**src/design/chse_pkg.sv**
```systemverilog
// Shared widths, register indexes and bundle types of the Hermite segment evaluator.
// Depends on nothing; the evaluator design modules import it.
package chse_pkg;

  localparam int unsigned QW     = 32;        // query, slope, point width
  localparam int unsigned LW     = 32;        // limb width of the Horner multipliers
  localparam int unsigned UW     = LW + 1;    // offset from the left endpoint
  localparam int unsigned FW     = 35;        // serial multiplier factor width
  localparam int unsigned SW     = 136;       // serial multiplier accumulator width
  localparam int unsigned CNTW   = 6;         // serial multiplier bit counter
  localparam int unsigned H2W    = 66;        // h^2
  localparam int unsigned H3W    = 100;       // h^3
  localparam int unsigned AW     = 68;        // A and B terms
  localparam int unsigned C2W    = 100;       // h*A
  localparam int unsigned C1W    = 128;       // m1*h^3
  localparam int unsigned C0W    = 144;       // y1*h^3*2^16
  localparam int unsigned DENW   = 113;       // h^3*2^16
  localparam int unsigned RW     = 146;       // division remainder
  localparam int unsigned LIMBS  = 5;         // limbs of the wide Horner operand
  localparam int unsigned WW     = LIMBS * LW;
  localparam int unsigned NW     = 168;       // Horner sums and numerator
  localparam int unsigned QB     = 32;        // quotient bits
  localparam int unsigned CFG_AW = 5;         // APB address width

  localparam logic [QW-1:0] Y_MAX = 32'h7FFF_FFFF;
  localparam logic [QW-1:0] Y_MIN = 32'h8000_0000;

  typedef logic [2:0] reg_idx_t;
  localparam reg_idx_t REG_START_X     = 3'd0;
  localparam reg_idx_t REG_START_Y     = 3'd1;
  localparam reg_idx_t REG_END_X       = 3'd2;
  localparam reg_idx_t REG_END_Y       = 3'd3;
  localparam reg_idx_t REG_START_SLOPE = 3'd4;
  localparam reg_idx_t REG_END_SLOPE   = 3'd5;

  typedef struct packed {
    logic signed [QW-1:0] start_x;
    logic signed [QW-1:0] start_y;
    logic signed [QW-1:0] end_x;
    logic signed [QW-1:0] end_y;
    logic signed [QW-1:0] start_slope;
    logic signed [QW-1:0] end_slope;
  } cfg_t;

  localparam cfg_t CFG_RESET = '{
    start_x:     32'sd0,
    start_y:     32'sd0,
    end_x:       32'sd65536,
    end_y:       32'sd0,
    start_slope: 32'sd0,
    end_slope:   32'sd0
  };

  // Horner coefficients and divider constants derived from the configuration
  typedef struct packed {
    logic signed [AW-1:0]  c3;
    logic signed [C2W-1:0] c2;
    logic signed [C1W-1:0] c1;
    logic signed [C0W-1:0] c0;
    logic [DENW-1:0]       den;
    logic [RW-1:0]         sat_pos;
    logic [RW-1:0]         sat_neg;
  } coef_t;

endpackage

```
**src/design/chse_coef.sv**
```systemverilog
// Coefficient sequencer: derives Horner coefficients and divider constants
// with one shift-add multiplier. Depends on chse_pkg.
module chse_coef (
  input  logic           clk_i,
  input  logic           rst_ni,
  input  logic           start_i,
  input  chse_pkg::cfg_t cfg_i,
  output chse_pkg::coef_t coef_o,
  output logic           busy_o
);
  import chse_pkg::*;

  typedef enum logic [2:0] {
    ST_H2, ST_H3, ST_C1, ST_C0, ST_P, ST_Q, ST_C2, ST_IDLE
  } state_e;

  state_e                state_q;
  logic [CNTW-1:0]       cnt_q;
  logic signed [SW-1:0]  xs_q, acc_q, acc_next, x_sel;
  logic signed [FW-1:0]  fs_q, f_sel;
  logic signed [UW-1:0]  h, d;
  logic signed [H2W-1:0] h2_q;
  logic signed [H3W-1:0] h3_q;
  logic signed [AW-1:0]  a_q, b_q;
  logic signed [C2W-1:0] c2_q;
  logic signed [C1W-1:0] c1_q;
  logic signed [C0W-1:0] c0_q;
  logic [DENW-1:0]       den_q;
  logic [RW-1:0]         sat_pos_q, sat_neg_q;
  logic                  last;

  assign h    = UW'(cfg_i.end_x) - UW'(cfg_i.start_x);
  assign d    = UW'(cfg_i.end_y) - UW'(cfg_i.start_y);
  assign last = (cnt_q == CNTW'(FW));

  always_comb begin
    unique case (state_q)
      ST_H2:   begin x_sel = SW'(h);    f_sel = FW'(h); end
      ST_H3:   begin x_sel = SW'(h2_q); f_sel = FW'(h); end
      ST_C1:   begin x_sel = SW'(h3_q); f_sel = FW'(cfg_i.start_slope); end
      ST_C0:   begin x_sel = SW'(h3_q); f_sel = FW'(cfg_i.start_y); end
      ST_P:    begin
        x_sel = SW'(h);
        f_sel = (FW'(cfg_i.start_slope) <<< 1) + FW'(cfg_i.end_slope);
      end
      ST_Q:    begin
        x_sel = SW'(h);
        f_sel = FW'(cfg_i.start_slope) + FW'(cfg_i.end_slope);
      end
      ST_C2:   begin x_sel = SW'(a_q);  f_sel = FW'(h); end
      ST_IDLE: begin x_sel = '0;        f_sel = '0; end
    endcase
  end

  // top factor bit carries negative weight
  always_comb begin
    if (fs_q[0]) begin
      acc_next = last ? (acc_q - xs_q) : (acc_q + xs_q);
    end else begin
      acc_next = acc_q;
    end
  end

  always_ff @(posedge clk_i or negedge rst_ni) begin
    if (!rst_ni) begin
      state_q <= ST_H2;
      cnt_q   <= '0;
    end else if (start_i) begin
      state_q <= ST_H2;
      cnt_q   <= '0;
    end else if (state_q != ST_IDLE) begin
      if (last) begin
        cnt_q   <= '0;
        state_q <= state_e'(state_q + 3'd1);
      end else begin
        cnt_q <= cnt_q + CNTW'(1);
      end
    end
  end

  always_ff @(posedge clk_i) begin
    if (cnt_q == '0) begin
      xs_q  <= x_sel;
      fs_q  <= f_sel;
      acc_q <= '0;
    end else begin
      xs_q  <= xs_q <<< 1;
      fs_q  <= fs_q >>> 1;
      acc_q <= acc_next;
    end
    if (last) begin
      unique case (state_q)
        ST_H2: h2_q <= H2W'(acc_next);
        ST_H3: begin
          h3_q      <= H3W'(acc_next);
          den_q     <= DENW'(acc_next <<< 16);
          sat_pos_q <= RW'(acc_next) <<< 48;
          sat_neg_q <= (RW'(acc_next) <<< 48) + (RW'(acc_next) <<< 17);
        end
        ST_C1: c1_q <= C1W'(acc_next);
        ST_C0: c0_q <= C0W'(acc_next) <<< 16;
        ST_P:  a_q  <= (AW'(d) <<< 16) + (AW'(d) <<< 17) - AW'(acc_next);
        ST_Q:  b_q  <= AW'(acc_next) - (AW'(d) <<< 17);
        ST_C2: c2_q <= C2W'(acc_next);
        ST_IDLE: begin
        end
      endcase
    end
  end

  assign busy_o = (state_q != ST_IDLE);
  assign coef_o = '{
    c3: b_q, c2: c2_q, c1: c1_q, c0: c0_q,
    den: den_q, sat_pos: sat_pos_q, sat_neg: sat_neg_q
  };

endmodule

```
**config.mk**
```make
export PLATFORM = sky130hd
export DESIGN_NAME = chse_coef
export DESIGN_NICKNAME = d
export VERILOG_FILES = /design/src/design/chse_pkg.sv /design/src/design/chse_coef.sv
export SDC_FILE = /design/constraint.sdc
export NUM_CORES = 2
export LEC_CHECK = 0
export BUFFER_PORTS_ARGS = -buffer_cell sky130_fd_sc_hd__buf_2
export CAP_MARGIN = 15
export CORE_MARGIN = 2
export CORE_UTILIZATION = 40
export CTS_CLUSTER_SIZE = 28
export DETAILED_ROUTE_END_ITERATION = 12
export PLACE_DENSITY_LB_ADDON = 0.15
export SLEW_MARGIN = 10
export SYNTH_ARGS = -nofsm -noshare
export SYNTH_HDL_FRONTEND = slang
export SYNTH_SLANG_ARGS = --single-unit
```
**constraint.sdc**
```tcl
create_clock -name clk_i -period 30.9 [get_ports clk_i]
set_clock_uncertainty 0.05 [all_clocks]
set_input_delay 6.18 -clock clk_i [delete_from_list [all_inputs] [get_ports clk_i]]
set_output_delay 6.18 -clock clk_i [all_outputs]
set_load 0.02 [all_outputs]
```
==> run_results.csv <==
group,metric,value,unit
outcome,status,"completed",
power,leakage,32.04,nW
yosys,yosys_register_bits,1058,
critical_path,r2r_start,"xs_q[1]",
global_routing,grt_pass1_vias,52490,
critical_path,crit_path_frequent_cell,"a21o_1",
clock_tree,cts_setup_buffers,0,
sta,setup_viol,0,
yosys,seq_area_frac_synth,43.63,%
sta,rsz0062_at_grt,"no",
yosys,yosysMostFrequentCell,"edfxtp_1",
detailed_routing,met1_length,103.1,mm
min_path,hold_path.class,"register to register",
yosys,synth_common_cells,"757 x edfxtp_1, 606 x a21oi_1, 480 x ha_1, 436 x nor2_1, 421 x nand2_1",
clock_tree,cts_buffers,121,
critical_path,max_stage_delay,800,ps
critical_path,cp-startpoint,"cfg_i[64]",
clock_tree,htreeDepth,3,
min_path,holdPathEnd,"fs_q[16]",
detailed_routing,wire_per_inst,27.77,um
critical_path,r2r_end,"sat_neg_q[144]",
global_routing,grt_max_degree,85,
critical_path,cp_slowest_cell,"a31oi_1",
layout,layout-drive-gt1-share,18.84,%
sta,drv_slew,0,
clock_tree,postCtsHoldBufs,0,
min_path,min_path_cells,2,
yosys,syn_area,66020,um2
clock_tree,clock_path_buffers,3,
global_routing,grt_pass1_wl,371.6,mm
clock_tree,tritoncts,"done",
min_path,worstHoldStart,"fs_q[17]",
clock_tree,cts_sinks,1058,
detailed_routing,drtIter0Drc,4479,
sta,hold_violations,0,
clock_tree,worstSkewPairLatency,800,ps
clock_tree,cts-root-buf,"clkbuf_16",
yosys,synth_ff_type,"edfxtp_1",
sta,slew_headroom,17.56,%
yosys,async_reset_ff_share,0.8507,%
place,place_congestion,0.9898,
die,pin_count,1041,
flow_run,drv_cap,0,
detailed_routing,viasPerCell,5.671,
detailed_routing,drt-pass1-iter-count,9,
yosys,postSynthCellCount,6589,
yosys,yosys_warnings,0,
yosys,yosysTopAreaCell,"edfxtp_1",
yosys,synth_edf_count,757,
yosys,ys_types,101,
place,placed_cell_area,71190,um2
layout,post-route-util,45.89,%
power,cellPowerDensity,128.3,nW/um2
layout,finalInstanceArea,75450,um2
die,num_rows,149,
layout,area_growth,14.29,%
critical_path,cp_max_fo,7,
critical_path,path_class,"input port to register",
detailed_routing,wl_met2,133.5,mm
global_routing,track_usage,30.43,%
global_routing,antenna_found_initial,22,
sta,worst_pin_slew,1237,ps
place,portBuffers,943,
detailed_routing,routed.top_layer,"met5",
die,die_w,410.3,um
critical_path,critical_path_arrival,13730,ps
layout,fillers,15860,
sta,setup_tns,0,ps
yosys,avgSynthCellArea,10.02,um2
critical_path,cp.required,31390,ps
yosys,yosys-top-cells-area,"edfxtp_1 34%, ha_1 9.1%, dfxtp_1 8.9%",
die,start_util,40.15,%
critical_path,end_kind,"register",
clock_tree,clk_pin_slew_worst_paths,70,ps
detailed_routing,dr_total_vias,54260,
sta,period_share,42.84,%
sta,max_freq,0.07553,GHz
detailed_routing,drt_wl_total,265.7,mm
detailed_routing,drc,0,
detailed_routing,wl_met3,13.32,mm
power,peakVddDrop,78.32,uV
yosys,synth_top_area_share,34.43,%
critical_path,worst_r2r_path_depth,34,
critical_path,startpoint_type,"input port",
die,core_region_area,164400,um2
clock_tree,cts_resized,0,
die,dieArea,168300,um2
critical_path,r2r_setup_slack,18120,ps
layout,layout.nets,7979,
detailed_routing,postRouteAntennaNets,0,
place,dp_hpwl,210.1,mm
sta,period_minus_slack,13240,ps
global_routing,overflow,0,
die,chipHeight,410.3,um
==> state kept, by name (all words and copies together) (netlist names), 98 cells and up <==
name and flops:
acc_q 129, c0_q 128, c1_q 128, c2_q 100
h3_q 100, sat_neg_q 98, xs_q 129
==> critical path, delay by kind of cell <==
kind                       cells  cell delay [ps]
AOI/OAI and AO/OA             20             5150
xor gates and xnor gates       2              570
adders and majority gates      3             1010
buffers and inverters          3              200
and+or+nand+nor                5              590
==> worst max path at each step <==
stage | to | slack (ps) | depth (start not counted)
floorplan | a_q[67] | 17480 | 28
global placement | b_q[65] | 16610 | 32
detailed placement | b_q[65] | 16600 | 32
CTS | b_q[65] | 17430 | 32
global route | a_q[62] | 17090 | 33
finish | b_q[66] | 17660 | 33
==> routing by layer <==
layer / GRT usage (%) / vias to the layer above
li1: - / 25200
met1: 35.52 / 26670
met2: 54.15 / 1923
met3: 4.054 / 459
met4: 15.89 / 10
met5: 0 / -
==> placed cells by master (no fill, tap or decap), types with 30 or more instances in the layout <==
cell         n
o21ai_0    345
nor2_1     433
o21a_1      87
o31ai_1     50
nand2_1    421
and2_1     126
nand2b_1    75
conb_1      97
nor2b_1     61
ha_1       480
xor2_1     246
a21o_1     258
nand4_1    102
buf_4       80
o211ai_1    30
nand3_1    105
or3_1       44
and3_1      38
clkbuf_16  122
a21oi_1    604
nor3_1      82
o21bai_1    71
a21boi_0    31
xnor2_1    306
a31oi_1     87
edfxtp_1   757
a221oi_1    37
mux2_2      75
fa_1        39
dfxtp_1    291
a222oi_1    68
inv_1      286
buf_2      943
==> through the flow <==
| stage | power [W] | hold WS (ps) | std cells | setup slack [ps] |
|---|---|---|---|---|
| final | 0.009680 | 379.6 | 9567 | 17660 |
| after global routing | 0.01022 | 390.7 | 9563 | 17090 |
| after CTS | 0.009654 | 379.1 | 9560 | 17430 |
| after detailed placement | 0.008065 | 361.8 | 9330 | 16600 |
| after global placement | 0.008066 | 358.2 | 9330 | 16610 |
| after floorplan | 0.005990 | 351.4 | 6685 | 17480 |
==> area by class of cell <==
class	count	area (um2)	share of cell area, %
Tap cell	2189	2739	3.630
Inverter	290	1095	1.451
Clock inverter	100	1160	1.537
Multi-Input combinational cell	4771	33230	44.05
Clock buffer	130	3083	4.086
Sequential cell	1058	28810	38.18
Antenna cell	6	15.01	0.01990
Timing Repair Buffer	1023	5320	7.051
==> cell families (layout without fill, tap and decap cells) <==
family / after synthesis / after routing / share of synthesized area [%]
adders and majority gates: 521 / 521 / 10.31
other: 1 / 103 / 0.005680
and+or+nand+nor: 1612 / 1612 / 11.96
DFF: 1058 / 1058 / 43.63
muxes: 98 / 98 / 1.628
xor gates and xnor gates: 553 / 553 / 7.348
AOI/OAI and AO/OA: 1890 / 1890 / 18.37
buffers and inverters: 856 / 1543 / 6.747
==> power by group <==
part           total [W]  leakage, nW  internal, W  switching (W)
Sequential       0.00220         9.43      0.00207       0.000122
Combinational    0.00593         20.6      0.00200        0.00394
Clock            0.00155         2.06     0.000890       0.000660
Total            0.00968         32.0      0.00496        0.00472
Power figures use the tool's default switching activity.
